File: src/sv/vtp_pkg.sv
// Shared types and constants for the vector-to-polar pipeline.
// Holds the datapath widths, the arctangent table in degrees and the gain correction.
// No dependencies.
package vtp_pkg;

  localparam int XW        = 36;
  localparam int ZW        = 35;
  localparam int GUARD     = 16;
  localparam int ANG_FRAC  = 24;
  localparam int TABLE_LEN = 24;

  localparam logic [23:0] KINV = 24'd10188014;

  localparam logic signed [ZW-1:0] HALF_TURN = ZW'(180) <<< ANG_FRAC;
  localparam logic signed [ZW-1:0] FULL_TURN = ZW'(360) <<< ANG_FRAC;

  typedef struct packed {
    logic signed [XW-1:0] x;
    logic signed [XW-1:0] y;
    logic signed [ZW-1:0] z;
    logic                 zero;
  } vtp_rot_t;

  function automatic logic signed [ZW-1:0] atan_deg(input logic [4:0] idx);
    logic signed [ZW-1:0] v;
    unique case (idx)
      5'd0:    v = ZW'(754974720);
      5'd1:    v = ZW'(445687602);
      5'd2:    v = ZW'(235489088);
      5'd3:    v = ZW'(119537938);
      5'd4:    v = ZW'(60000934);
      5'd5:    v = ZW'(30029717);
      5'd6:    v = ZW'(15018523);
      5'd7:    v = ZW'(7509720);
      5'd8:    v = ZW'(3754917);
      5'd9:    v = ZW'(1877466);
      5'd10:   v = ZW'(938734);
      5'd11:   v = ZW'(469367);
      5'd12:   v = ZW'(234684);
      5'd13:   v = ZW'(117342);
      5'd14:   v = ZW'(58671);
      5'd15:   v = ZW'(29335);
      5'd16:   v = ZW'(14668);
      5'd17:   v = ZW'(7334);
      5'd18:   v = ZW'(3667);
      5'd19:   v = ZW'(1833);
      5'd20:   v = ZW'(917);
      5'd21:   v = ZW'(458);
      5'd22:   v = ZW'(229);
      5'd23:   v = ZW'(115);
      default: v = '0;
    endcase
    return v;
  endfunction

endpackage

File: src/sv/vtp_rot.sv
// One registered micro-rotation of the vectoring CORDIC.
// Depends on vtp_pkg for the datapath record and the arctangent table.
module vtp_rot #(
  parameter int STEP = 0
) (
  input  logic              clk,
  input  logic              rst_n,
  input  logic              in_valid,
  output logic              in_ready,
  input  vtp_pkg::vtp_rot_t in_data,
  output logic              out_valid,
  input  logic              out_ready,
  output vtp_pkg::vtp_rot_t out_data
);
  import vtp_pkg::*;

  logic                 en;
  logic                 valid_r;
  vtp_rot_t             data_r;
  vtp_rot_t             data_nxt;
  logic signed [XW-1:0] xs;
  logic signed [XW-1:0] ys;
  logic signed [ZW-1:0] ang;

  assign en       = !valid_r || out_ready;
  assign in_ready = en;

  always_comb begin
    xs  = in_data.x >>> STEP;
    ys  = in_data.y >>> STEP;
    ang = atan_deg(5'(STEP));
    data_nxt.zero = in_data.zero;
    if (!in_data.y[XW-1]) begin
      data_nxt.x = in_data.x + ys;
      data_nxt.y = in_data.y - xs;
      data_nxt.z = in_data.z + ang;
    end else begin
      data_nxt.x = in_data.x - ys;
      data_nxt.y = in_data.y + xs;
      data_nxt.z = in_data.z - ang;
    end
  end

  always_ff @(posedge clk) begin
    if (!rst_n) begin
      valid_r <= 1'b0;
    end else if (en) begin
      valid_r <= in_valid;
    end
    if (en && in_valid) begin
      data_r <= data_nxt;
    end
  end

  assign out_valid = valid_r;
  assign out_data  = data_r;

endmodule

File: config.mk
export PLATFORM = sky130hd
export DESIGN_NAME = vtp_rot
export DESIGN_NICKNAME = d
export VERILOG_FILES = /design/src/sv/vtp_pkg.sv /design/src/sv/vtp_rot.sv
export SDC_FILE = /design/constraint.sdc
export NUM_CORES = 1
export LEC_CHECK = 0
export BUFFER_PORTS_ARGS = -buffer_cell sky130_fd_sc_hd__buf_2
export CAP_MARGIN = 20
export CORE_MARGIN = 4
export CORE_UTILIZATION = 60
export CTS_BUF_LIST = sky130_fd_sc_hd__clkbuf_4 sky130_fd_sc_hd__clkbuf_8
export DETAILED_ROUTE_END_ITERATION = 7
export PLACE_DENSITY = 0.87
export SYNTH_ARGS = -nofsm -noshare
export SYNTH_HDL_FRONTEND = slang
export SYNTH_SLANG_ARGS = --single-unit
File: constraint.sdc
create_clock -name clk -period 5.3 [get_ports clk]
set_input_delay 0.53 -clock clk [delete_from_list [all_inputs] [get_ports clk]]
set_output_delay 0.53 -clock clk [all_outputs]
set_load 0.1 [all_outputs]
==> Word-level counts from Yosys, hierarchy flattened <==
Index checks and enable logic that the tools add are counted.
W data, S select, Z words.
{ "classes": {"bitwise_logic": 0, "mux": 1, "order_cmp": 0, "n_reduce_logical": 3, "div": 0, "n_eq_ne": 0, "n_addsub": 5, "n_mul": 0, "n_shift": 0} }
{ "op_table": {"columns": ["operator", "count"], "rows": [
  ["$mux W107", 1],
  ["$sub A36 B36 Y36", 2],
  ["$add A36 B36 Y36", 1],
  ["$add A35 B31 Y35 const B", 1],
  ["$sub A35 B31 Y35 const B", 1],
  ["$logic_and A1 B1 Y1", 1],
  ["$logic_not A1 Y1", 1],
  ["$logic_or A1 B1 Y1", 1]
]} }
{ "totals": {"ram_bits": 0, "wordCells": 14, "romBits": 0, "latchBits": 0, "output_inout_bits": 110, "reg_bits": 109, "mem_count": 0} }

==> Depth between registers and ports, before layout <==
{ "depth": {"word_depth": 3, "mapped_depth": 13, "depth_no_buf": 12} }

==> Least setup slack after synthesis <==
No wires, ideal clock.
{ "synth_timing": {"kind": "register -> register", "from": "reg valid_r, in the netlist out_valid", "to": "reg data_r (netlist bit out_data[0]), enable pin", "required_time_ns": 4.823, "path_slack_ns": 0.679, "path_stages_with_launch": 3, "arrival_ns": 4.144, "setup_ns": 0.477, "path_buffers": 0, "path_cell_list": "dfxtp_1 nand2b_1 and2_1"} }
{ "synth_between": {"elab_chain_cells": 3} }
{ "synth_rtl": {"columns": ["item", "line_no", "text"], "rows": [
  ["from (decl)", "vtp_rot.sv:18", "logic valid_r;"],
  ["from (signal assigned)", "vtp_rot.sv:48", "valid_r <= in_valid;"],
  ["$logic_not A1 Y1", "vtp_rot.sv:25", "assign en = !valid_r || out_ready;"],
  ["$logic_or A1 B1 Y1", "vtp_rot.sv:25", null],
  ["via in_ready", "vtp_rot.sv:9", "output logic in_ready,"],
  ["$logic_and A1 B1 Y1", "vtp_rot.sv:50", "if (en && in_valid) begin"],
  ["to (signal assigned)", "vtp_rot.sv:51", "data_r <= data_nxt;"],
  ["to (decl)", "vtp_rot.sv:19", "vtp_rot_t data_r;"]
]} }
The timed path passes the listed nets, and every way through them passes these cells.
A chain may end at the register's enable or synchronous reset.

==> flow_summary.json <==
{
  "clock_latency_ps": 400,
  "total_power_w": 0.003346,
  "tritoncts": "yes",
  "pwr-share-comb": 0.520,
  "clk_pin_slew_worst_paths_ps": 110,
  "rsz0062_at_grt": "no",
  "cts_hold_buf": 0,
  "fin_nets": 1546,
  "synth-edff-count": 107,
  "drt_wl_total_um": 30790,
  "num_rows": 46,
  "worstMarginPinSlew_ps": 999.4,
  "worst-path-buf-inv": 2,
  "max-slew-margin-rel": 0.3338,
  "dp_hpwl_um": 24590,
  "design.die.area_mm2": 0.01877,
  "max_freq_mhz": 285.6,
  "cp.required_ps": 5490,
  "seq_area_frac_synth": 0.3237,
  "grt_pass1_vias": 8688,
  "p_sw_frac": 0.5028,
  "dr.pass1.iters": 6,
  "setup_viol": 0,
  "cp_cell_sequence": "buf_2 > inv_2 > fa_1 > nor2b_1 > o21ai_0 > a21boi_0 > o21ai_0 > a21boi_0 > o21ai_0 > a21boi_0 > nor4_1 > a311oi_1",
  "io_pins": 222,
  "grt_max_degree": 76,
  "synth_cells": 1123,
  "period_share": 0.6606,
  "cp-end-kind": "flop",
  "drc": 0,
  "synth_ff_type": "edfxtp_1",
  "skew_ps": 11.83,
  "pwr-share-clk": 0.149,
  "maxCapViolCount": 0,
  "gr-total-overflow": 0,
  "ctsResizeCount": 0,
  "hold_path_end": "out_data[7]",
  "cts_made_buffers": 9,
  "arrival_ps": 3690,
  "drive_gt1_frac": 0.2073,
  "io_buffers": 221,
  "cts_setup_buffers": 0,
  "cp_slowest_stage_delay_ps": 510,
  "synth_area_mm2": 0.009987,
  "die_y_um": 137.0,
  "routedWlPerCell_um": 20.06,
  "critPathTopFamily": "compound AO/OA/AOI/OAI gates",
  "seqPwrFrac": 0.331,
  "drt_iter0_markers": 912,
  "syn-num-nets": 1357,
  "start_util": 0.6197,
  "crit_slowest_cell": "fa_1",
  "synth-seq-cells": 108,
  "die_w_um": 137.0,
  "power_switching_w": 0.001683,
  "start_kind": "input port",
  "htree_levels": 3,
  "r2r_slack_ps": 3080,
  "gp_congestion": 1.021,
  "p_int_w": 0.001664,
  "period_minus_slack_ps": 3501,
  "cts.sinks": 108,
  "pwr_density_cell_mw_per_mm2": 294.3,
  "slew_violations": 0,
  "ir_worst_vdd_v": 0.0002153,
  "fp.coreArea_mm2": 0.01612,
  "crit_type": "in -> reg",
  "dp_cells": 1517,
  "nFillCells": 1316,
  "synthArstFlopShare": 0,
  "cts_root_buf": "clkbuf_8",
  "clockBufferDepth": 2,
  "track_usage": 0.3173,
  "setup-tns-final_ps": 0,
  "ant_nets": 0,
  "syn_avg_cell_area_um2": 8.893,
  "hp-class": "in -> reg",
  "path_max_fanout": 31,
  "holdPathStages": 1,
  "via_per_inst": 6.132,
  "vias": 9413,
  "final_hold_viol_count": 0,
  "hp-start": "in_data[7]",
  "layout.cells.non_filler": 1535,
  "whs_ps": 308.1,
  "grt_pass1_wl_um": 46640,
  "yosysWarnings": 0,
  "antenna_found_initial": 2,
  "p_leak_nw": 5.163,
  "status": "completed",
  "syn2layout_area_growth_pct": 13.84,
  "rr_worst_depth": 3,
  "r2r_end": "out_data[99]",
  "r2r_start": "out_valid",
  "ys_types": 88
}
[synthesized netlist by cell type (9+ instances only)]
master / count / share of area
o21ai_0: 62 / 0.031
nand3_1: 21 / 0.011
nand2b_1: 9 / 0.0056
o21bai_1: 21 / 0.016
a211oi_1: 18 / 0.014
o31ai_1: 9 / 0.0068
o22ai_1: 9 / 0.0056
nand2_1: 60 / 0.023
nor2b_1: 13 / 0.0081
edfxtp_1: 107 / 0.32
nor4_1: 14 / 0.0088
inv_1: 118 / 0.044
nor2_1: 80 / 0.030
nor3_1: 15 / 0.0075
buf_2: 9 / 0.0045
a21oi_1: 136 / 0.068
xnor2_1: 67 / 0.059
a21o_1: 32 / 0.024
mux2i_1: 16 / 0.016
ha_1: 118 / 0.15
clkbuf_1: 24 / 0.0090
[layout by cell type (no fill, tap or decap), types with 32 or more instances in the layout]
cell      synthesis  final
buf_2             9    221
a21oi_1         136    136
inv_1           118    118
ha_1            118    118
edfxtp_1        107    107
nor2_1           80     80
xnor2_1          67     67
o21ai_0          62     62
nand2_1          60     60
a21o_1           32     32
[power by group through the flow]
stage,Clock (W),Sequential [W],Combinational [W]
2_1_floorplan,0,0.00183,0.000653
3_3_place_gp,0,0.00113,0.00170
3_5_place_dp,0,0.00113,0.00171
4_1_cts,0.000504,0.00111,0.00172
5_1_grt,0.000539,0.00112,0.00183
6_report,0.000500,0.00111,0.00174
[logic make-up after synthesis]
family | share of synthesized area
flip-flops | 0.3237
multiplexers | 0.01829
AO/OA/AOI/OAI | 0.2487
XOR/XNOR | 0.06139
AND/OR/NAND/NOR | 0.1233
buffers and inverters | 0.06878
adder cells (fa/ha/maj) | 0.1559
[how the worst max path moves through the flow]
stage / start / end / slack [ps] / depth (start not counted)
floorplan: out_valid / out_data[0] / 680 / 2
global placement: in_data[43] / out_data[58] / 1660 / 12
detailed placement: in_data[71] / out_data[35] / 1490 / 12
CTS: in_data[71] / out_data[35] / 1890 / 12
global route: in_data[71] / out_data[35] / 1570 / 12
finish: in_data[71] / out_data[35] / 1800 / 12
[worst reg2reg max path: cells and delay by family, from the launching register on]
kind | cells | cell delay (ps)
DFF | 1 | 320
buffers and inverters | 1 | 570
and+or+nand+nor | 2 | 970
[flip-flops by register name, indices dropped and copies added (netlist names)]
| signal | cells |
|---|---|
| out_valid | 1 |
| out_data | 107 |
[area by class of cell]
type                       count  area (um2)  share of cell area
timing repair buffer         225        1136             0.09992
tap                          216       270.3             0.02377
antenna                        2       5.005           0.0004402
sequential                   108        3233              0.2844
clock inverter                 7       58.81            0.005172
inverter                     126       473.0             0.04160
multi-input combinational    842        6070              0.5338
clock buffer                   9       123.9             0.01089
[per-layer routing]
metal  vias up  global-route usage  share of wire
li1       4423                   -              -
met4         0              0.1364          0.038
met1      4344              0.4277           0.41
met5         -                   0              0
met2       566              0.5014           0.45
met3        80             0.05772           0.10
[per-stage QoR]
step                setup WS (ps)    util  cell area, um2
floorplan                   679.0       -            9987
global placement             1657  0.6939           11180
detailed placement           1487  0.6939           11180
CTS                          1894  0.7052           11360
global route                 1574  0.7055           11370
finish                       1799  0.7055           11370
Power figures use the tool's default switching activity.
