$ cat config.mk
export PLATFORM = sky130hd
export DESIGN_NAME = vtp_post
export DESIGN_NICKNAME = d
export VERILOG_FILES = /design/src/sv/vtp_pkg.sv /design/src/sv/vtp_post.sv
export SDC_FILE = /design/constraint.sdc
export NUM_CORES = 1
export LEC_CHECK = 0
export BUFFER_PORTS_ARGS = -buffer_cell sky130_fd_sc_hd__buf_2
export CELL_PAD_IN_SITES_DETAIL_PLACEMENT = 1
export CELL_PAD_IN_SITES_GLOBAL_PLACEMENT = 2
export CORE_ASPECT_RATIO = 1.5
export CORE_UTILIZATION = 45
export CTS_CLUSTER_DIAMETER = 50
export DETAILED_ROUTE_END_ITERATION = 16
export GPL_ROUTABILITY_DRIVEN = 0
export PLACE_DENSITY = 0.89
export SYNTH_ARGS = -nofsm -noshare
export SYNTH_HDL_FRONTEND = slang
export SYNTH_SLANG_ARGS = --single-unit
$ cat constraint.sdc
create_clock -name clk -period 13.4 [get_ports clk]
set_clock_uncertainty 0.15 [all_clocks]
set_input_delay 2.68 -clock clk [delete_from_list [all_inputs] [get_ports clk]]
set_output_delay 2.68 -clock clk [all_outputs]
set_load 0.02 [all_outputs]
$ cat src/sv/vtp_pkg.sv
// Shared types and constants for the vector-to-polar pipeline.
// Holds the datapath widths, the arctangent table in degrees and the gain correction.
// No dependencies.
package vtp_pkg;

  localparam int XW        = 36;
  localparam int ZW        = 35;
  localparam int GUARD     = 16;
  localparam int ANG_FRAC  = 24;
  localparam int TABLE_LEN = 24;

  localparam logic [23:0] KINV = 24'd10188014;

  localparam logic signed [ZW-1:0] HALF_TURN = ZW'(180) <<< ANG_FRAC;
  localparam logic signed [ZW-1:0] FULL_TURN = ZW'(360) <<< ANG_FRAC;

  typedef struct packed {
    logic signed [XW-1:0] x;
    logic signed [XW-1:0] y;
    logic signed [ZW-1:0] z;
    logic                 zero;
  } vtp_rot_t;

  function automatic logic signed [ZW-1:0] atan_deg(input logic [4:0] idx);
    logic signed [ZW-1:0] v;
    unique case (idx)
      5'd0:    v = ZW'(754974720);
      5'd1:    v = ZW'(445687602);
      5'd2:    v = ZW'(235489088);
      5'd3:    v = ZW'(119537938);
      5'd4:    v = ZW'(60000934);
      5'd5:    v = ZW'(30029717);
      5'd6:    v = ZW'(15018523);
      5'd7:    v = ZW'(7509720);
      5'd8:    v = ZW'(3754917);
      5'd9:    v = ZW'(1877466);
      5'd10:   v = ZW'(938734);
      5'd11:   v = ZW'(469367);
      5'd12:   v = ZW'(234684);
      5'd13:   v = ZW'(117342);
      5'd14:   v = ZW'(58671);
      5'd15:   v = ZW'(29335);
      5'd16:   v = ZW'(14668);
      5'd17:   v = ZW'(7334);
      5'd18:   v = ZW'(3667);
      5'd19:   v = ZW'(1833);
      5'd20:   v = ZW'(917);
      5'd21:   v = ZW'(458);
      5'd22:   v = ZW'(229);
      5'd23:   v = ZW'(115);
      default: v = '0;
    endcase
    return v;
  endfunction

endpackage

$ cat src/sv/vtp_post.sv
// Output stages: gain correction as two partial products, angle wrap and rounding.
// Depends on vtp_pkg; the second register is the block's output register.
module vtp_post #(
  parameter int FRACTION_BITS = 8
) (
  input  logic                       clk,
  input  logic                       rst_n,
  input  logic                       in_valid,
  output logic                       in_ready,
  input  vtp_pkg::vtp_rot_t          in_data,
  output logic                       out_valid,
  input  logic                       out_ready,
  output logic [17+FRACTION_BITS-1:0] out_magnitude,
  output logic [9+FRACTION_BITS-1:0]  out_direction,
  output logic                       out_zero
);
  import vtp_pkg::*;

  localparam int MW = 17 + FRACTION_BITS;
  localparam int DW = 9 + FRACTION_BITS;
  localparam int SW = 60;

  logic                 en_a;
  logic                 en_b;
  logic                 va_r;
  logic                 vb_r;

  logic [XW-2:0]        xu;
  logic [40:0]          pl_nxt;
  logic [41:0]          ph_nxt;
  logic signed [ZW-1:0] zw_nxt;

  logic [40:0]          pl_r;
  logic [41:0]          ph_r;
  logic signed [ZW-1:0] zw_r;
  logic                 zero_a_r;

  logic [SW-1:0]        msum;
  logic [ZW-1:0]        dsum;
  logic [DW:0]          dir_pre;
  logic [DW:0]          dir_fix;
  logic [MW-1:0]        mag_nxt;
  logic [DW-1:0]        dir_nxt;

  logic [MW-1:0]        mag_r;
  logic [DW-1:0]        dir_r;
  logic                 zero_r;

  assign en_b     = !vb_r || out_ready;
  assign en_a     = !va_r || en_b;
  assign in_ready = en_a;

  always_comb begin
    xu     = in_data.x[XW-1] ? '0 : in_data.x[XW-2:0];
    pl_nxt = 41'(xu[16:0]) * 41'(KINV);
    ph_nxt = 42'(xu[XW-2:17]) * 42'(KINV);
    zw_nxt = in_data.z[ZW-1] ? in_data.z + FULL_TURN : in_data.z;
  end

  always_comb begin
    msum    = (SW'(ph_r) << 17) + SW'(pl_r) + (SW'(1) << (39 - FRACTION_BITS));
    mag_nxt = msum[40-FRACTION_BITS +: MW];
    dsum    = ZW'(zw_r) + (ZW'(1) << (23 - FRACTION_BITS));
    dir_pre = dsum[24-FRACTION_BITS +: DW+1];
    dir_fix = (dir_pre >= ((DW+1)'(360) << FRACTION_BITS)) ?
              dir_pre - ((DW+1)'(360) << FRACTION_BITS) : dir_pre;
    dir_nxt = dir_fix[DW-1:0];
    if (zero_a_r) begin
      mag_nxt = '0;
      dir_nxt = '0;
    end
  end

  always_ff @(posedge clk) begin
    if (!rst_n) begin
      va_r <= 1'b0;
      vb_r <= 1'b0;
    end else begin
      if (en_a) begin
        va_r <= in_valid;
      end
      if (en_b) begin
        vb_r <= va_r;
      end
    end
    if (en_a && in_valid) begin
      pl_r     <= pl_nxt;
      ph_r     <= ph_nxt;
      zw_r     <= zw_nxt;
      zero_a_r <= in_data.zero;
    end
    if (en_b && va_r) begin
      mag_r  <= mag_nxt;
      dir_r  <= dir_nxt;
      zero_r <= zero_a_r;
    end
  end

  assign out_valid     = vb_r;
  assign out_magnitude = mag_r;
  assign out_direction = dir_r;
  assign out_zero      = zero_r;

endmodule

* Word level (Yosys, flattened, before mapping)
Cells that the tools add are included.
** Storage, ports and cells
- Word-level logic and storage cells :: 26
- Output and inout port bits :: 45
- Input port bits :: 112
- Register bits after elaboration :: 159
** Operators by class
- $mul :: 2
- Reduce and logical (&&, ||, !) cells :: 6
- Magnitude comparators :: 1
- Multiplexer cells :: 3
- Add/sub/neg operators :: 5
** Operators by type and width (count)
- $add 57x32->57 const B :: 1
- $add 57x41->57 :: 1
- $mul 17x23->40 const B :: 1
- $mul 18x23->39 const B :: 1
- $mux 35 :: 1
- $add 34x17->34 const B :: 1
- $add 34x34->34 const B :: 1
- $mux 34 :: 1
- $ge 18x17->1 const B :: 1
- $mux 17 :: 1
- $sub 17x17->17 const B :: 1
- $logic_and 1x1->1 :: 2
- $logic_not 1->1 :: 2
- $logic_or 1x1->1 :: 2

* Depth between registers and ports, before layout
- Word-level depth :: 4
- Mapped depth :: 25
- Mapped depth without buffers :: 24

* Worst setup path before layout
OpenSTA, ideal clock, no wires.
- Path kind :: input port to flip-flop
- Start point :: input port in_data[107] (netlist name)
- End point :: register ph_r[28] (data pin)
- Path buffers :: 1
- Stages on the path :: 20
- Arrival time :: 8477 ps
- Required time :: 12992 ps
- Setup slack :: 4514 ps
- Setup time :: 258 ps
- Cell sequence :: clkbuf_1 -> nor2b_1 -> fa_1 -> fa_1 -> inv_1 -> fa_1 -> inv_1 -> fa_1 -> fa_1 -> inv_1 -> fa_1 -> inv_1 -> ha_1 -> and3_1 -> and3_1 -> a221o_1 -> or3_1 -> a31oi_1 -> o21bai_1 -> o221a_2
** On the way
- Cells in the longest elaborated chain, start to end :: 2
** Ends and longest elaborated chain
- start, declared :: RTL line vtp_post.sv:10 : input vtp_pkg::vtp_rot_t in_data,
- $mux 35 :: RTL line vtp_post.sv:54 : xu = in_data.x[XW-1] ? '0 : in_data.x[XW-2:0];
- $mul 18x23->39 :: RTL line vtp_post.sv:56 : ph_nxt = 42'(xu[XW-2:17]) * 42'(KINV);
- named net ph_nxt[28] :: RTL line vtp_post.sv:30 : logic [41:0] ph_nxt;
- end signal, assigned :: RTL line vtp_post.sv:88 : ph_r <= ph_nxt;
- end, declared :: RTL line vtp_post.sv:34 : logic [41:0] ph_r;
The timed path passes the listed nets, and every way through them passes these cells.
A chain may end at the register's enable or synchronous reset.

* Worst setup path after layout
- Start point :: input port in_data[107] (netlist name)
- End point :: register pl_r[40] (data pin)
** On the way
- Cells in the longest elaborated chain, start to end :: 2
** Ends and longest elaborated chain
- $mux 35 :: RTL line vtp_post.sv:54
- $mul 17x23->40 :: RTL line vtp_post.sv:55 : pl_nxt = 41'(xu[16:0]) * 41'(KINV);
- named net pl_nxt[40] :: RTL line vtp_post.sv:29 : logic [40:0] pl_nxt;
- end signal, assigned :: RTL line vtp_post.sv:87 : pl_r <= pl_nxt;
- end, declared :: RTL line vtp_post.sv:33 : logic [40:0] pl_r;
The timed path passes the listed nets, and every way through them passes these cells.

==> flow_metrics.py <==
metrics = {
    "run_status": {
        "outcome": "finished clean",
    },
    "timing": {
        "maxSlewHeadroom_pct": 20.6,
        "finalCritPeriodShare_pct": 74.2,
        "maxSlewViolCount": 0,
        "tightest_slew_ns": 1.19,
        "timing.fmax_mhz": 101,
        "setup_viol": 0,
        "finalHoldViolations": 0,
        "rsz0062_at_grt": "no",
        "layout_min_cycle_time_ns": 9.94,
        "finalSetupTns_ns": 0,
        "worst_slack_ns": 3.46,
    },
    "critical_path": {
        "cp_data_required_time_ns": 13.42,
        "slowest_stage": "a211oi_1",
        "crit_fanout": 36,
        "critPathTopFamily": "adder cells",
        "reg2reg_from": "pl_r[36]$_DFFE_PP_",
        "r2r_cells": 10,
        "path_depth": 25,
        "critPathBufInv": 7,
        "cp-startpoint": "in_data[107]",
        "start_kind": "input pin",
        "cpMostUsedCell": "inv_1",
        "critPathKind": "input pin to flop",
        "critPathArrivalTime_ns": 9.96,
        "cp_slowest_stage_delay_ns": 0.73,
        "r2r_setup_slack_ns": 9.48,
        "cp-end-kind": "flop",
        "worstReg2RegEnd": "out_magnitude[10]$_SDFFCE_PP0P_",
        "cp-endpoint": "pl_r[40]$_DFFE_PP_",
    },
    "routing": {
        "drc": 0,
        "routed_via_density": 5.26,
        "ant_nets": 0,
        "routedWlPerCell_um": 20.5,
        "routed-via-count": 14300,
        "first_pass_iters": 4,
        "drt_iter0_markers": 427,
        "drt_wl_total_mm": 55.8,
    },
    "global_route": {
        "grt_pass1_wl_mm": 88.6,
        "track_usage_pct": 24.9,
        "grt_max_degree": 83,
        "globalRouteOverflowTotal": 0,
        "first_global_vias": 16800,
        "antenna_found_initial": 0,
    },
    "synthesis": {
        "synth_fp_nets": 2790,
        "synth_edf_count": 125,
        "synth_top_cell_by_area": "fa_1",
        "ys_seq_area_share_pct": 18.2,
        "synth_warnings": 0,
        "async_flop_share_pct": 0,
        "syn_avg_cell_area_um2": 10.4,
        "synth.most_common_cell": "inv_1",
        "synth_area_leaders": "fa_1, ha_1, edfxtp_1",
        "synth_cells": 2014,
        "ys.flop_type": "edfxtp_1",
        "synthDistinctLibCells": 78,
        "syn_area_um2": 20900,
        "synth_seq_cells": 127,
        "yosys-top-cells-count": "inv_1, fa_1, ha_1",
        "synth_top_area_share_pct": 32.4,
    },
    "floorplan": {
        "core_area_um2": 45800,
        "ios": 157,
        "rows": 96,
        "die_area_um2": 47300,
        "fp.dieH_um": 266,
        "initial_core_util_pct": 45.6,
        "die_w_um": 178,
    },
    "pwr": {
        "p_int_mw": 3.04,
        "clkPwrFrac_pct": 8.2,
        "p_leak_nw": 11.6,
        "power_frac_seq_pct": 13.4,
        "finalPower_mw": 6.19,
        "swShare_pct": 50.8,
        "p_switching_mw": 3.15,
        "combPwrFrac_pct": 78.5,
        "powerDensity_nw_per_um2": 272,
        "peakVddDrop_mv": 0.174,
    },
    "clock_network": {
        "cts.path.max_buffers": 2,
        "cts_made_buffers": 17,
        "cts_tree": "yes",
        "postCtsSetupBuffers": 0,
        "cts_resized": 0,
        "postCtsHoldBufs": 0,
        "cts.sink_count": 127,
        "path_clk_slew_ns": 0.06,
        "cts_root_buffer": "clkbuf_16",
        "cts_max_level": 4,
        "clock_latency_ns": 0.43,
    },
    "worst_hold_path": {
        "hp-start": "va_r$_SDFFE_PN0N_",
        "hold_class": "flop to flop",
    },
    "finish": {
        "nets": 2895,
        "layout-drive-gt1-share_pct": 7.88,
        "diodes": 0,
        "fin_util_pct": 49.7,
        "nFillCells": 5063,
        "syn2layout_area_growth_pct": 8.84,
        "register_area_um2": 3790,
        "multiInputGateArea_um2": 14900,
    },
    "place": {
        "dp_slack_ns": 3.13,
        "dp.final_hpwl_mm": 49.7,
        "io_buffers": 105,
    },
    "job": {
        "drv_cap": 0,
    },
}
[kinds of logic (layout without fill, tap and decap cells)]
group / count (synthesis) / in the layout / share of synthesized area [%]
fa+ha+maj: 664 / 664 / 51.9
buf+inv: 594 / 711 / 10.7
simple gates: 294 / 294 / 7.52
compound gates: 230 / 230 / 7.18
flops: 127 / 127 / 18.2
xor+xnor: 98 / 98 / 4.11
mux: 7 / 7 / 0.401
[layout make-up]
| class | instances | area share, % |
|---|---|---|
| Sequential cell | 127 | 16.7 |
| Multi-Input combinational cell | 1293 | 65.4 |
| Inverter | 573 | 9.46 |
| Clock buffer | 17 | 1.87 |
| Tap cell | 588 | 3.24 |
| Clock inverter | 14 | 0.952 |
| Timing Repair Buffer | 107 | 2.38 |
[routing by layer]
metal | wire [um] | up-vias | global-route usage [%]
met5 | 0 | - | 0
met4 | 3580 | 0 | 14.3
met3 | 979 | 142 | 1.98
met2 | 32900 | 271 | 50.7
met1 | 18400 | 7282 | 23.4
li1 | - | 6600 | -
[worst min path at each step]
stage,depth (start not counted),slack [ns],endpoint
final,1,0.40,out_valid$_SDFFE_PN0P_
after global routing,1,0.42,out_valid$_SDFFE_PN0P_
after CTS,1,0.40,out_valid$_SDFFE_PN0P_
after detailed placement,1,0.39,out_valid$_SDFFE_PN0P_
after global placement,1,0.35,out_valid$_SDFFE_PN0P_
after floorplan,0,0.27,out_zero$_DFFE_PP_
[state kept, by name, indices dropped and copies added, names as in the netlist]
signal	flops
va_r	1
out_direction	17
out_valid	1
ph_r	39
pl_r	23
out_zero	1
zw_r	19
out_magnitude	25
zero_a_r	1
[through the flow]
step	cell area [um^2]	hold WS, ns	cells
2_1_floorplan	20900	0.274	2014
3_3_place_gp	22100	0.351	2688
3_5_place_dp	22100	0.386	2688
4_1_cts	22700	0.400	2719
5_1_grt	22700	0.422	2719
6_report	22700	0.398	2719
[power groups by stage]
stage | registers [mW] | logic [mW] | clock network [mW]
3_5_place_dp | 0.833 | 4.86 | 0
6_report | 0.827 | 4.86 | 0.506
5_1_grt | 0.839 | 5.46 | 0.526
3_3_place_gp | 0.826 | 4.68 | 0
4_1_cts | 0.829 | 4.92 | 0.513
2_1_floorplan | 0.834 | 3.49 | 0
[placed cells by master (no fill, tap or decap), types with 3 or more instances in the layout]
cell type  netlist  routed
xor2_1          34      34
nor2b_1         27      26
xnor2_1         64      64
a21oi_1         73      73
ha_1           326     326
o21ai_0         44      44
nand4_1         19      19
a21o_1          22      22
inv_1          573     573
clkinv_4         0       4
nor2_1          77      77
clkinv_2         0       3
nor3_1          13      13
nand2b_1        28      28
nor4_1           3       3
or3_1            7       7
a22oi_1          3       3
o31a_1           3       3
edfxtp_1       125     125
a21boi_0         4       4
or2_2            4       4
a31oi_1          8       8
nand2_1         56      56
and2_1           6       5
o21a_1           9       9
o211ai_1         6       6
bufinv_16        0       5
clkbuf_16        0      17
a211oi_1        11      11
and3_1           9       9
and4_1           5       5
buf_2            1     105
fa_1           338     338
mux2_2           3       3
o21bai_1        13      13
nand3_1         19      19
No activity file was read; power rests on OpenSTA's default activity.
