$ cat config.mk
export PLATFORM = sky130hd
export DESIGN_NAME = vtp_front
export DESIGN_NICKNAME = d
export VERILOG_FILES = /design/src/sv/vtp_pkg.sv /design/src/sv/vtp_front.sv
export SDC_FILE = /design/constraint.sdc
export NUM_CORES = 1
export LEC_CHECK = 0
export ABC_CLOCK_PERIOD_IN_PS = 3800
export BUFFER_PORTS_ARGS = -buffer_cell sky130_fd_sc_hd__buf_2
export CAP_MARGIN = 40
export CORE_MARGIN = 5
export CORE_UTILIZATION = 45
export DETAILED_ROUTE_END_ITERATION = 6
export PLACE_DENSITY = 0.76
export SETUP_SLACK_MARGIN = 0.15
export SYNTH_ARGS = -nofsm -noshare
export SYNTH_HDL_FRONTEND = slang
export SYNTH_SLANG_ARGS = --single-unit
$ cat constraint.sdc
create_clock -name clk -period 3.8 [get_ports clk]
set_input_delay 0.57 -clock clk [delete_from_list [all_inputs] [get_ports clk]]
set_output_delay 0.57 -clock clk [all_outputs]
set_load 0.02 [all_outputs]
$ cat src/sv/vtp_pkg.sv
// Shared types and constants for the vector-to-polar pipeline.
// Holds the datapath widths, the arctangent table in degrees and the gain correction.
// No dependencies.
package vtp_pkg;

  localparam int XW        = 36;
  localparam int ZW        = 35;
  localparam int GUARD     = 16;
  localparam int ANG_FRAC  = 24;
  localparam int TABLE_LEN = 24;

  localparam logic [23:0] KINV = 24'd10188014;

  localparam logic signed [ZW-1:0] HALF_TURN = ZW'(180) <<< ANG_FRAC;
  localparam logic signed [ZW-1:0] FULL_TURN = ZW'(360) <<< ANG_FRAC;

  typedef struct packed {
    logic signed [XW-1:0] x;
    logic signed [XW-1:0] y;
    logic signed [ZW-1:0] z;
    logic                 zero;
  } vtp_rot_t;

  function automatic logic signed [ZW-1:0] atan_deg(input logic [4:0] idx);
    logic signed [ZW-1:0] v;
    unique case (idx)
      5'd0:    v = ZW'(754974720);
      5'd1:    v = ZW'(445687602);
      5'd2:    v = ZW'(235489088);
      5'd3:    v = ZW'(119537938);
      5'd4:    v = ZW'(60000934);
      5'd5:    v = ZW'(30029717);
      5'd6:    v = ZW'(15018523);
      5'd7:    v = ZW'(7509720);
      5'd8:    v = ZW'(3754917);
      5'd9:    v = ZW'(1877466);
      5'd10:   v = ZW'(938734);
      5'd11:   v = ZW'(469367);
      5'd12:   v = ZW'(234684);
      5'd13:   v = ZW'(117342);
      5'd14:   v = ZW'(58671);
      5'd15:   v = ZW'(29335);
      5'd16:   v = ZW'(14668);
      5'd17:   v = ZW'(7334);
      5'd18:   v = ZW'(3667);
      5'd19:   v = ZW'(1833);
      5'd20:   v = ZW'(917);
      5'd21:   v = ZW'(458);
      5'd22:   v = ZW'(229);
      5'd23:   v = ZW'(115);
      default: v = '0;
    endcase
    return v;
  endfunction

endpackage

$ cat src/sv/vtp_front.sv
// Input stage: forms the difference vector, folds it into the right half plane
// and flags the zero vector. Depends on vtp_pkg.
module vtp_front (
  input  logic                  clk,
  input  logic                  rst_n,
  input  logic                  in_valid,
  output logic                  in_ready,
  input  logic signed [15:0]    start_x,
  input  logic signed [15:0]    start_y,
  input  logic signed [15:0]    end_x,
  input  logic signed [15:0]    end_y,
  output logic                  out_valid,
  input  logic                  out_ready,
  output vtp_pkg::vtp_rot_t     out_data
);
  import vtp_pkg::*;

  logic                 en;
  logic                 valid_r;
  vtp_rot_t             data_r;
  vtp_rot_t             data_nxt;
  logic signed [16:0]   dx;
  logic signed [16:0]   dy;
  logic signed [16:0]   fx;
  logic signed [16:0]   fy;

  assign en       = !valid_r || out_ready;
  assign in_ready = en;

  always_comb begin
    dx = 17'(end_x) - 17'(start_x);
    dy = 17'(end_y) - 17'(start_y);
    fx = dx[16] ? -dx : dx;
    fy = dx[16] ? -dy : dy;
    data_nxt.x    = XW'(fx) <<< GUARD;
    data_nxt.y    = XW'(fy) <<< GUARD;
    data_nxt.z    = dx[16] ? HALF_TURN : '0;
    data_nxt.zero = (dx == '0) && (dy == '0);
  end

  always_ff @(posedge clk) begin
    if (!rst_n) begin
      valid_r <= 1'b0;
    end else if (en) begin
      valid_r <= in_valid;
    end
    if (en && in_valid) begin
      data_r <= data_nxt;
    end
  end

  assign out_valid = valid_r;
  assign out_data  = data_r;

endmodule

==> Word level (Yosys, flattened, before mapping) <==
Cells that the tools add are included.
{ "totals": {"input_bits": 68, "wordCells": 18, "output_inout_bits": 110, "ff_bits": 71} }
{ "op_classes": {"n_addsub": 4, "muxes": 3, "reduce_logical": 6} }
{ "ops": {"columns": ["cell", "count"], "rows": [
  ["$logic_not A17 Y1", 2],
  ["$mux W17", 2],
  ["$neg A17 Y17", 2],
  ["$sub A16 B16 Y17", 2],
  ["$mux W32", 1],
  ["$logic_and A1 B1 Y1", 2],
  ["$logic_not A1 Y1", 1],
  ["$logic_or A1 B1 Y1", 1]
]} }

==> Depth between registers and ports, before layout <==
Gate-level depths: netlist (run 1).
{ "logic_depth": {"depth_word": 3, "ltp_mapped": 15, "depth_no_buf": 15} }

==> Worst setup path before layout (run 1) <==
Ideal clock, no wire load.
{ "synth_path": {"path_kind": "input port to flip-flop", "from": "input start_x[1]", "to": "register, netlist name out_data[104]", "arrival_ns": 3.055, "path_stages": 13, "setup_time_ns": 0.255, "n_path_buf": 1, "path_slack_ns": 0.490, "t_required_ns": 3.545, "path_cell_list": "inv_1 ha_1 nor2b_4 o2111a_1 or2_0 buf_2 a21o_1 or3_4 a2111oi_4 nand2_1 nor4_1 ha_1 and2_1"} }
{ "synth_between": {"elab_chain_cells": 3} }
{ "synth_lines": {"columns": ["item", "line", "source"], "rows": [
  ["start: declaration", "vtp_front.sv:8", "input logic signed [15:0] start_x,"],
  ["$sub A16 B16 Y17 (*)", "vtp_front.sv:31", "dx = 17'(end_x) - 17'(start_x);"],
  ["$neg A17 Y17", "vtp_front.sv:33", "fx = dx[16] ? -dx : dx;"],
  ["$mux W17 (*)", "vtp_front.sv:33", null]
]} }
Every way passes the cells marked *; elsewhere a longest branch is shown, timed or not.
A chain may end at the register's enable or synchronous reset.

==> Final worst setup path (run 1) <==
{ "layout_path": {"from": "input start_x[0]", "to": "register, netlist name out_data[104]"} }
{ "layout_between": {"elab_chain_cells": 3} }
{ "layout_lines": {"columns": ["item", "line"], "rows": [
  ["$sub A16 B16 Y17 (*)", "vtp_front.sv:31"],
  ["$neg A17 Y17", "vtp_front.sv:33"],
  ["$mux W17 (*)", "vtp_front.sv:33"]
]} }
Marked as above.

==> run summary, run 1 <==
The tools report the hold violation count in the final report as 0. 178 I/O pins were placed. Setup total negative slack on the finished layout was measured at 0 ps. The detail route stage leaves a number of antenna-violating nets equal to 0. The count of TritonRoute iterations in the first routing pass came out at 4. Cell at the root of the clock tree: sky130_fd_sc_hd__clkbuf_8. Fill cells in the final layout number 925. After Yosys synthesis, and, or, nand and nor cells account for 13.42% of the synthesized area. Along the worst path, the maximum fanout reaches 5.

Traced cell by cell, the critical path runs through buf_2, ha_1, fa_1, nor2b_1, o31a_1, o21ai_2, a21boi_0, o22ai_1, a2111oi_4, nand2_1, nor4_1, ha_1, and2_1. At the later pin of the worst-skew pair, clock insertion delay measures 280 ps. Global routing finished with a remaining overflow of 0.

Summing all placed instances gives a cell area of 4695 um^2. The total of cells resized after clock tree synthesis was 0. The logs give 0 for the final-report setup violation count and 51.75% for the post-layout utilization of the core. Data arrives at the worst endpoint at 3420 ps. For the detailed-placement wirelength estimate, the log shows 7948 um. The first global-routing pass estimated 14,920 um of wire. The largest area contributor in the netlist is sky130_fd_sc_hd__edfxtp_1. The internal power of the cells totals 1.075 mW.

The classification of the worst-slack hold path was input port to flip-flop. Summing the areas of all compound-gate instances in the mapped netlist gives 20.28% of the synthesized area. Combinational cells account for 48.3% of the total power.

The launching element type of the critical path is an input port. The clock period could shrink to 3378 ps. Of the total power, the share spent switching nets is 39.65%. Entering global routing, the biggest net connects 37 pins.

The xor/xnor cell area share of the yosys netlist was 9.192%; the multiplexer share of the synthesized area was 0.7003%. The floorplan has 35 rows. Type of the worst setup path: input port to flip-flop. The average size of a mapped cell is 8.697 um^2.

For the final-layout worst hold slack, the log shows 534.6 ps. The final critical path takes up 88.90% of the cycle. TritonCTS built the clock tree. For the final clock skew, the log shows 1.690 ps.

The run gives 2 as the largest buffer count on any clock path. The logs give 0 for the max-cap violation count and 25.68% for the sequential element share of the synthesized area. On the worst path, the slowest cell contributes a delay of 410 ps. The tree built by TritonCTS fans out to 37 sinks.

By area, the combinational part of the netlist is dominated by compound AO/OA/AOI/OAI gates. STA classifies the critical path endpoint as a flip-flop. In the post-synthesis netlist, the biggest area contributors are sky130_fd_sc_hd__edfxtp_1 25%, sky130_fd_sc_hd__buf_4 13%, sky130_fd_sc_hd__ha_1 11%. For the net switching power, the log shows 0.7062 mW. After detailed routing, the average wire length per cell comes to 12.99 um.

The cell repeated most along the worst path was sky130_fd_sc_hd__ha_1. The overall fraction of global-route tracks in use came out at 15.54%. The H-tree generated during clock tree synthesis spans 2 levels.

Buffers inserted during clock tree synthesis total 5. Initial antenna violation count: 0. The final estimated routing congestion in global placement is 0.8795, and the clock transition time at the flip-flop clock pins of the worst setup and hold paths is 80 ps. The synthesized design contains 37 register bits.

The antenna diode count came out at 0. The net count reported at finish is 705. For this design the ratio of total power to cell area is 370.7 nW/um^2. VDD sags by at most 0.1673 mV. The top cell types in the final layout, fill and taps aside, are 114 x sky130_fd_sc_hd__buf_2, 63 x sky130_fd_sc_hd__conb_1, 49 x sky130_fd_sc_hd__inv_1. Once layout is done, the placed cells without fillers occupy 4805 um^2. The top cell type's share of synthesized area is 25.21%.

In this run the cell area of the synthesized design comes to 4288 um^2. The flow ran to the end, and the final reports show no timing, DRC or antenna violations. The measured slew at the worst slew-check pin works out to 562.6 ps. The share of total power dissipated in the clock network is 18.9%.

For this block, the initial DRC count from the detailed router was 123. The layout cell share with drive strength beyond 1 is 24.25%. Setup repair after global routing left no endpoint under its margin. Vias after detailed routing: 3,618. The analysis attributes to cell leakage a power of 2.334 nW.

The register share of total power was 32.7%. The required time at the endpoint of the critical path was 3840 ps. Buffers placed on the I/O ports in this run total 114. The wire length after detailed routing is 9447 um, and the die width is 107.6 um. Count of warnings emitted by yosys: 0.

The synthesis-to-layout area growth works out to 12.05%. The fraction of registers with async set/reset is 0%. The cell with the largest stage delay on the worst path is sky130_fd_sc_hd__fa_1. Yosys mapped a number of flops with a built-in enable equal to 36.

The ratio of routed vias to standard cells is 4.977, and the highest attainable clock frequency is 0.2960 GHz. Yosys mapped the design onto 71 distinct sky130hd cell types. The die outline height was 107.6 um; the number of global-route vias before repair was 3,396. For the core area, the log shows 9284 um^2.

The number of setup buffers added after CTS came out at 0. The tools report the residual DRC count as 0. Leaving out fill and tap cells, the most frequent cell in the layout is sky130_fd_sc_hd__buf_2. Synthesis produced a netlist whose cell count is 493. The worst slew margin relative to its limit is 62.27%. The logs give 0 for the post-cts hold buffer count and 2460 ps for the reg-to-reg setup timing slack. The run gives 0 as the number of slew-limit violations in the final report. Among all flip-flop cells after synthesis, the most frequent one is sky130_fd_sc_hd__edfxtp_1.

The adder-cell share of the synthesized area was 12.02%; the starting utilization of the core area was 46.19%. The die covers 11,580 um^2.
-- state kept, by name, summed over array words and instances (netlist names) --
| register | cells |
|---|---|
| out_data | 36 |
| out_valid | 1 |
-- cell type report --
| class | count | area (um^2) | area share, % |
|---|---|---|---|
| clock buffers | 5 | 68.82 | 1.432 |
| flip-flops and latches | 37 | 1101 | 22.92 |
| repair buffers | 121 | 623.1 | 12.97 |
| well taps | 129 | 161.4 | 3.359 |
| clock inverters | 3 | 41.29 | 0.8594 |
| inverters | 50 | 187.7 | 3.906 |
| multi-input cells | 382 | 2621 | 54.56 |
-- cell families after synthesis --
logic type / Yosys count
XOR/XNOR: 45
adder cells (fa/ha/maj): 40
other: 1
buffers and inverters: 136
AND/OR/NAND/NOR: 105
AO/OA/AOI/OAI: 126
flip-flops: 37
multiplexers: 3
-- path summary, 6_finish.rpt --
check / depth (start not counted) / end / from
max: 13 / out_data[104]$_SDFFCE_PP0P_ / start_x[0]
max reg2reg: 3 / out_data[59]$_DFFE_PP_ / out_valid$_SDFFE_PN0N_
min reg2reg: 2 / out_valid$_SDFFE_PN0N_ / out_valid$_SDFFE_PN0N_
min: 2 / out_valid$_SDFFE_PN0N_ / rst_n
-- worst max-delay path: cells and delay by family --
family                   cells  cell delay [ps]
AO/OA/AOI/OAI                5             1170
adder cells (fa/ha/maj)      3              890
buffers and inverters        1              110
AND/OR/NAND/NOR              4              680
-- layer usage --
layer | vias to the layer above | wire length, um | track usage, %
li1 | 1817 | - | -
met1 | 1662 | 4246 | 20.03
met2 | 130 | 4399 | 27.04
met3 | 9 | 713 | 2.819
met4 | 0 | 87 | 3.336
met5 | - | 0 | 0
-- cells in the mapped netlist, types with 4 or more instances --
| master | count |
|---|---|
| sky130_fd_sc_hd__nor2_1 | 22 |
| sky130_fd_sc_hd__buf_4 | 73 |
| sky130_fd_sc_hd__xnor2_1 | 34 |
| sky130_fd_sc_hd__a31oi_1 | 9 |
| sky130_fd_sc_hd__nor3_1 | 9 |
| sky130_fd_sc_hd__xor2_1 | 11 |
| sky130_fd_sc_hd__or3_1 | 5 |
| sky130_fd_sc_hd__buf_2 | 4 |
| sky130_fd_sc_hd__nand2_1 | 23 |
| sky130_fd_sc_hd__a21o_1 | 14 |
| sky130_fd_sc_hd__o21a_1 | 6 |
| sky130_fd_sc_hd__clkbuf_1 | 7 |
| sky130_fd_sc_hd__nor3b_1 | 4 |
| sky130_fd_sc_hd__edfxtp_1 | 36 |
| sky130_fd_sc_hd__or2_2 | 5 |
| sky130_fd_sc_hd__a21oi_1 | 32 |
| sky130_fd_sc_hd__o31ai_1 | 4 |
| sky130_fd_sc_hd__a211oi_1 | 5 |
| sky130_fd_sc_hd__ha_1 | 38 |
| sky130_fd_sc_hd__nand3_1 | 8 |
| sky130_fd_sc_hd__inv_1 | 49 |
| sky130_fd_sc_hd__o21ai_0 | 17 |
| sky130_fd_sc_hd__o211ai_1 | 5 |
| sky130_fd_sc_hd__and3_1 | 5 |
-- power by group through the flow --
stage               logic [mW]  clock network [mW]  registers, mW
finish                   0.861               0.337          0.583
global route             0.948               0.364          0.590
CTS                      0.864               0.346          0.585
detailed placement       0.861                   0          0.594
global placement         0.837                   0          0.593
floorplan                0.607                   0          0.682
-- metrics by stage --
step	std cells	power (mW)	setup WS [ps]
6_report	727	1.781	422.0
4_1_cts	727	1.795	402.5
2_1_floorplan	555	1.289	489.9
5_1_grt	727	1.902	154.0
3_5_place_dp	719	1.455	96.58
3_3_place_gp	719	1.429	266.4
Note: power is estimated with default switching activity, not from simulation.
==> run 2: changes to the inputs <==
CORE_ASPECT_RATIO = 1.5   (was unset)
==> run 2 against run 1 <==
- first-iteration DRC count down 3.3%
- register-to-register slack improved by 60 ps
- fmax grew 1.0%
- clock skew grew 1.2 ps
- critical path depth unchanged
- utilization up 0.11 points
- sequential power hardly changed
- via count is 0.22% higher
- clock power up 20%
==> run summary, run 2 (synthesized netlist as in run 1, its figures left out) <==
The per-cell routed wire length is 13.43 um (+3.4%), and the combinational share of power is 46.6% (-1.7 points). The tools report the number of global-route vias before repair as 3,506 (+3.2%). The type of the worst setup path was input port to flip-flop. The floorplan die area came out at 11,620 um^2 (+0.34%). The final-report setup violation count is 0 (unchanged), and the total negative slack for setup checks is 0 ps (unchanged). The tools report the non-filler instance count after layout as 710 (-2.3%).

The core area is 9308 um^2 (+0.26%). The die width was 89.70 um (-17%). The final critical-path required period works out to 3343 ps (-34.78 ps).

The overall overflow remaining after global route came out at 0 (unchanged). The tools report the latest clock arrival within the worst-skew pair as 280 ps (about the same). The slowest stage of the critical path belongs to the cell sky130_fd_sc_hd__a2111oi_4.

TritonCTS built the clock tree. The die outline height works out to 129.6 um (+20%). The number of flip-flops in the largest register was 36 (unchanged); the clock network power share was 21.8% (+2.9 points). The initial antenna violation count is 0 (unchanged), and the final-layout worst hold slack is 533.2 ps (-1.429 ps). The layout cell share with drive strength beyond 1 was 24.41% (+0.17 points); the net count reported at finish was 705 (unchanged).

The count of buffers from port buffering works out to 114 (unchanged). The static leakage is 2.357 nW (+1.0%). The detailed-placement wirelength estimate is 8030 um (+1.0%), and the measured slew at the worst slew-check pin is 551.3 ps (-11.32 ps). The signal on the critical path passes through buf_2, inv_1, ha_1, nor2b_4, o2111a_1, or2_0, a21o_1, or3_4, a2111oi_4, nand2_1, nor4_1, ha_1, and2_1. The portion of the clock cycle consumed by the worst path in the final layout is 87.98% (-0.92 points). The flow ran to the end, and the final reports show no timing, DRC or antenna violations. The required time at the endpoint of the critical path is 3830 ps (about the same), and the maximum fanout encountered on the critical timing path is 5 (unchanged). The library cells used most frequently in the layout, excluding fill and tap cells, are 114 x sky130_fd_sc_hd__buf_2, 63 x sky130_fd_sc_hd__conb_1, 49 x sky130_fd_sc_hd__inv_1. The tools report the overall fraction of global-route tracks in use as 15.53% (about the same). The largest buffer count on any clock path is 2 (unchanged), and the critical path data arrival time is 3370 ps (-50 ps). The area of all placed cells without fillers came out at 4827 um^2 (+0.47%).

The clock transition time at the flip-flop clock pins of the worst setup and hold paths is 50 ps (-30 ps). The antenna diode count was 0 (unchanged). For the wire length after detailed routing, the log shows 9538 um (+0.96%).

The worst setup path is captured at a flip-flop. The number of I/O pins is 178 (unchanged), and the global-route wire length before repair is 15,280 um (+2.5%). The largest net degree at the start of global routing is 37 (unchanged), and the number of setup buffers added after CTS is 0 (unchanged).

The register share of total power was 31.6% (-1.1 points); the number of violations reported at the end of detailed-routing iteration 0 was 119 (-3.3%). Instance count after placement with tap cells included: 702 (-2.4%). Classification of the worst-slack hold path: flip-flop to flip-flop. Counting stages on the worst path, the most repeated cell is sky130_fd_sc_hd__ha_1. The tools report the max-cap violation count as 0 (unchanged).

For the starting utilization of the core area, the log shows 46.07% (-0.12 points). The maximum cell stage delay along the critical path is 410 ps (about the same), and the worst slew margin relative to its limit is 62.98% (+0.72 points). The residual DRC count was 0 (unchanged); the number of nets with antenna violations after routing was 0 (unchanged). The net switching power is 0.7101 mW (+0.56%). The number of slew-limit violations in the final report was 0 (unchanged).

The highest attainable clock frequency was 0.2991 GHz (+1.0%); the final clock skew was 2.843 ps (+1.154 ps). Setup repair after global routing left no endpoint under its margin. The internal power summed over all cells is 1.144 mW (+6.5%). The logs give 37 (unchanged) for the TritonCTS sink count and 4673 um^2 (-0.45%) for the instance area at placement.

For the total power consumption of the routed design, the log shows 1.855 mW (+4.1%). Synthesis-to-layout area growth: 12.58%. The launching element type of the critical path is an input port.

Leaving out fill and tap cells, the most frequent cell in the layout is sky130_fd_sc_hd__buf_2. The ratio of routed vias to standard cells works out to 5.107 (+2.6%). Clock tree synthesis selected as its root buffer the cell sky130_fd_sc_hd__clkbuf_16. The count of TritonRoute iterations in the first routing pass was 4 (unchanged); the floorplan row count was 43 (+23%). The maximum resistive drop on vdd is 0.3531 mV (+110%), and the hold violation count in the final report is 0 (unchanged). The run gives 3,626 (+0.22%) as the vias after detailed routing. The power density over the cells is 384.2 nW/um^2 (+3.6%). The switching share of power is 38.29% (-1.4 points). The final estimated routing congestion in global placement was 0.8549 (-2.8%); the depth of the CTS H-tree was 2 (unchanged). The run gives 5 (unchanged) as the TritonCTS buffer count.
[run 2: power groups by stage]
stage | logic, mW | registers, mW | clock network, mW
4_1_cts | 0.867 | 0.588 | 0.409
3_5_place_dp | 0.864 | 0.595 | 0
3_3_place_gp | 0.839 | 0.595 | 0
5_1_grt | 0.949 | 0.593 | 0.427
6_report | 0.865 | 0.586 | 0.403
2_1_floorplan | 0.607 | 0.682 | 0
[run 2: metal layers]
layer | global-route usage [%] | share of wire (%) | vias to the layer above
met4 | 4.537 | 2.2 | 0
met2 | 30.65 | 54 | 133
met5 | 0 | 0 | -
li1 | - | - | 1823
met1 | 16.25 | 37 | 1656
met3 | 3.368 | 6.8 | 14
[run 2: final timing paths]
path	startpoint	to	slack (ps)	cells after the start
max reg2reg	out_valid$_SDFFE_PN0N_	out_data[60]$_DFFE_PP_	2520	3
min	out_valid$_SDFFE_PN0N_	out_valid$_SDFFE_PN0N_	530	2
max	start_x[1]	out_data[104]$_SDFFCE_PP0P_	460	13
min reg2reg	out_valid$_SDFFE_PN0N_	out_valid$_SDFFE_PN0N_	530	2
[run 2: worst max-delay path: cells and delay by family]
family	cells	cell delay, ps
buffers and inverters	2	140
AND/OR/NAND/NOR	6	1230
AO/OA/AOI/OAI	3	860
adder cells (fa/ha/maj)	2	560
[run 2: cell type report]
type	count	area, um^2
Timing Repair Buffer	121	623.1
Tap cell	112	140.1
Sequential cell	37	1101
Fill cell	860	4481
Inverter	50	187.7
Clock buffer	8	146.4
Multi-Input combinational cell	382	2629
[run 2: through the flow]
stage                     util (%)  setup slack [ps]
after floorplan                  -             489.9
after detailed placement     50.21             123.7
after global routing         51.86             178.9
final                        51.86             456.8
after global placement       50.21             211.8
after CTS                    51.78             398.4
[run 2: repair_timing]
item                                    4_1_cts  5_1_grt
hold buffers                                  0        0
resized for setup                             0        3
endpoints found under the setup margin        0        1
==> run 3: changes to the inputs <==
CORE_ASPECT_RATIO = 2   (was 1.5)
MAX_ROUTING_LAYER = met4   (was unset)
==> run 3 against run 2 <==
- utilization fell by 0.17 points
- clock skew grew 1.8 ps
- cell count down 1.1%
- hold slack better by 5.7 ps
- sequential share of layout area about the same
- non-clock buffer count did not move
- global-route usage up 1.0 points
- register-to-register slack got worse by 20 ps
- total power up 0.41%
- via count rose by 1.4%
- worst setup slack got worse by 53 ps
- highest routed layer unchanged
==> run summary, run 3 (synthesized netlist as in run 1, its figures left out) <==
The TritonCTS sink count is 37 (unchanged). The critical path data arrival time was 3430 ps (+60 ps). The path with the worst hold slack has its endpoint at out_valid$_SDFFE_PN0N_. In the layout the commonest cells are 114 x sky130_fd_sc_hd__buf_2, 63 x sky130_fd_sc_hd__conb_1, 49 x sky130_fd_sc_hd__inv_1.

The run gives 705 (unchanged) as the net count reported at finish. The synthesis-to-layout area growth is 12.37%. The global-route wire length before repair is 15,660 um (+2.4%).

The latest clock arrival within the worst-skew pair was 280 ps (about the same). The flow ran to the end, and the final reports show no timing, DRC or antenna violations. The maximum cell stage delay along the critical path was 410 ps (about the same); the post-layout utilization of the core was 51.69% (-0.17 points).

For the vias after detailed routing, the log shows 3,678 (+1.4%). Clock transition time at the flip-flop clock pins of the worst setup and hold paths: 60 ps (about the same). The critical hold path startpoint is out_valid$_SDFFE_PN0N_.

The most critical setup path has its startpoint at end_y[0]. TritonCTS built the clock tree. The reg-to-reg setup timing slack is 2500 ps (-20 ps), and the number of global-route vias before repair is 3,668 (+4.6%). Cell family with the largest share of critical-path delay: compound AO/OA/AOI/OAI gates. The per-cell routed wire length came out at 13.71 um (+2.1%). The count of cells along the worst register-to-register path is 3 (unchanged), and the number of slew-limit violations in the final report is 0 (unchanged). Worst flop-to-flop path endpoint: out_data[53]$_DFFE_PP_.

Count of TritonRoute iterations in the first routing pass: 4 (unchanged). Number of logic stages on the critical path including buffering: 15 (+2). The layout filler cell count is 878 (+2.1%). The antenna diode count was 0 (unchanged); the highest attainable clock frequency was 0.2944 GHz (-1.6%).

The overall fraction of global-route tracks in use came out at 16.57% (+1.0 points). The wire length after detailed routing came out at 9627 um (+0.93%). Cell with the largest stage delay on the worst path: sky130_fd_sc_hd__fa_1.

Required time at the endpoint of the critical path: 3830 ps (about the same). The count of buffers from port buffering is 114 (unchanged). For the residual DRC count, the log shows 0 (unchanged).

The worst slew margin relative to its limit is 62.62% (-0.36 points). The tightest min-delay check is of the flip-flop to flip-flop type. The largest net degree at the start of global routing was 37 (unchanged). The startpoint identified for the worst register-to-register timing path is out_valid$_SDFFE_PN0N_.

The tools report the floorplan row count as 50 (+16%). The maximum fanout encountered on the critical timing path is 3 (-2), and the max-cap violation count is 0 (unchanged). For the core area, the log shows 9321 um^2 (+0.15%). The static leakage was 2.360 nW (+0.12%). Portion of the clock cycle consumed by the worst path in the final layout: 89.39% (+1.4 points).

The tree is rooted in a sky130_fd_sc_hd__clkbuf_16. The logs give 0.1999 mV (-43%) for the maximum resistive drop on vdd and 2 (unchanged) for the depth of the CTS H-tree. The count of cells along the worst hold path was 2 (unchanged); the number of buffers and inverters on the critical path was 3 (+1). The library cell used most frequently in the layout, excluding fill and tap cells, is sky130_fd_sc_hd__buf_2.

The starting utilization of the core area was 46.00% (-0.068 points); the ratio of routed vias to standard cells was 5.239 (+2.6%). The largest buffer count on any clock path was 2 (unchanged). Total negative slack for setup checks: 0 ps (unchanged).

The area occupied by registers is 1101 um^2 (unchanged). The signal on the critical path passes through buf_2, inv_1, ha_1, inv_1, fa_1, a21oi_1, o211ai_1, a31o_2, a2111oi_0, nor3_1, a211oi_1, mux2i_1, ha_1, nand2_1, o21ai_1. The measured slew at the worst slew-check pin works out to 557.3 ps (+5.991 ps). The type of the worst setup path is input port to flip-flop. The final estimated routing congestion in global placement came out at 0.8721 (+2.0%).

The floorplan die area is 11,700 um^2 (+0.68%), and the final critical-path required period is 3397 ps (+53.44 ps). The run gives 0 (unchanged) as the initial antenna violation count. The type of element capturing the critical path is a flip-flop. The number of violations reported at the end of detailed-routing iteration 0 came out at 154 (+29%). The tools report the overall overflow remaining after global route as 0 (unchanged).

The worst setup path is launched from an input port. Detailed-placement wirelength estimate: 8202 um (+2.1%). Setup repair after global routing left no endpoint under its margin. The layout cell share with drive strength beyond 1 is 24.58% (+0.17 points), and the number of nets with antenna violations after routing is 0 (unchanged). TritonCTS buffer count: 5 (unchanged). The logs give 0 (unchanged) for the hold violation count in the final report and 4.686 ps (+1.843 ps) for the final clock skew. The die width is 79.03 um (-12%). The number of flip-flops in the largest register works out to 36 (unchanged). The area taken by multi-input logic gates was 2624 um^2 (-0.19%). The die outline height came out at 148.0 um (+14%). The number of I/O pins is 178 (unchanged). The final-report setup violation count is 0 (unchanged), and the power density over the cells is 386.4 nW/um^2 (+0.59%).
==> run 3: cell types whose count changed in the layout (fill, tap and decap cells not counted) <==
cell | before | now
sky130_fd_sc_hd__clkinv_2 | 0 | 1
sky130_fd_sc_hd__a21boi_0 | 2 | 3
sky130_fd_sc_hd__nor3b_2 | 2 | 1
sky130_fd_sc_hd__a21boi_1 | 2 | 1
sky130_fd_sc_hd__nor3b_1 | 3 | 4
sky130_fd_sc_hd__clkbuf_1 | 2 | 0
sky130_fd_sc_hd__clkinv_4 | 0 | 1
==> run 3: worst max path at each step <==
stage / endpoint / slack (ps)
finish: out_data[68]$_DFFE_PP_ / 400
global route: out_data[104]$_SDFFCE_PP0P_ / 150
detailed placement: out_data[68]$_DFFE_PP_ / 140
global placement: out_data[68]$_DFFE_PP_ / 250
floorplan: out_data[104]$_SDFFCE_PP0P_ / 490
CTS: out_data[68]$_DFFE_PP_ / 430
==> run 3: stage by stage <==
step	hold slack (ps)	setup slack, ps	cells	power [mW]	cell area, um^2
after CTS	545.5	427.2	702	1.869	4816
after global routing	550.7	150.8	702	1.974	4818
after detailed placement	549.8	143.1	694	1.453	4663
final	538.9	403.3	702	1.862	4818
after global placement	504.4	248.4	694	1.430	4663
after floorplan	708.8	489.9	555	1.289	4521
==> run 3: routing by layer <==
layer	GRT usage, %	vias up	wire (um)
li1	-	1812	-
met1	16.56	1692	3481
met2	31.80	155	5291
met3	2.317	19	653
met4	5.680	0	201
met5	-	-	0
==> run 3: repair_timing <==
action                     in CTS  in global routing
hold buffers                    0                  0
setup endpoints to repair       0                  1
setup buffers                   0                  0
resized for setup               0                  1
==> run 3: final cells by class <==
type | instances | share of cell area (%)
Clock buffer | 6 | 2.882
Clock inverter | 2 | 0.2856
Inverter | 50 | 3.895
Multi-Input combinational cell | 382 | 54.45
Sequential cell | 37 | 22.85
Tap cell | 104 | 2.701
Timing Repair Buffer | 121 | 12.93
==> run 3: where the power goes <==
part / switching [mW] / leakage [nW] / internal, mW
combinational: 0.542 / 1.93 / 0.323
clock: 0.155 / 0.0768 / 0.260
sequential: 0.0220 / 0.357 / 0.559
==> run 3: worst min-delay path: cells and delay by family, from the launching register on <==
family / cells / cell delay [ps]
flip-flops: 1 / 310
AO/OA/AOI/OAI: 1 / 80
AND/OR/NAND/NOR: 1 / 100
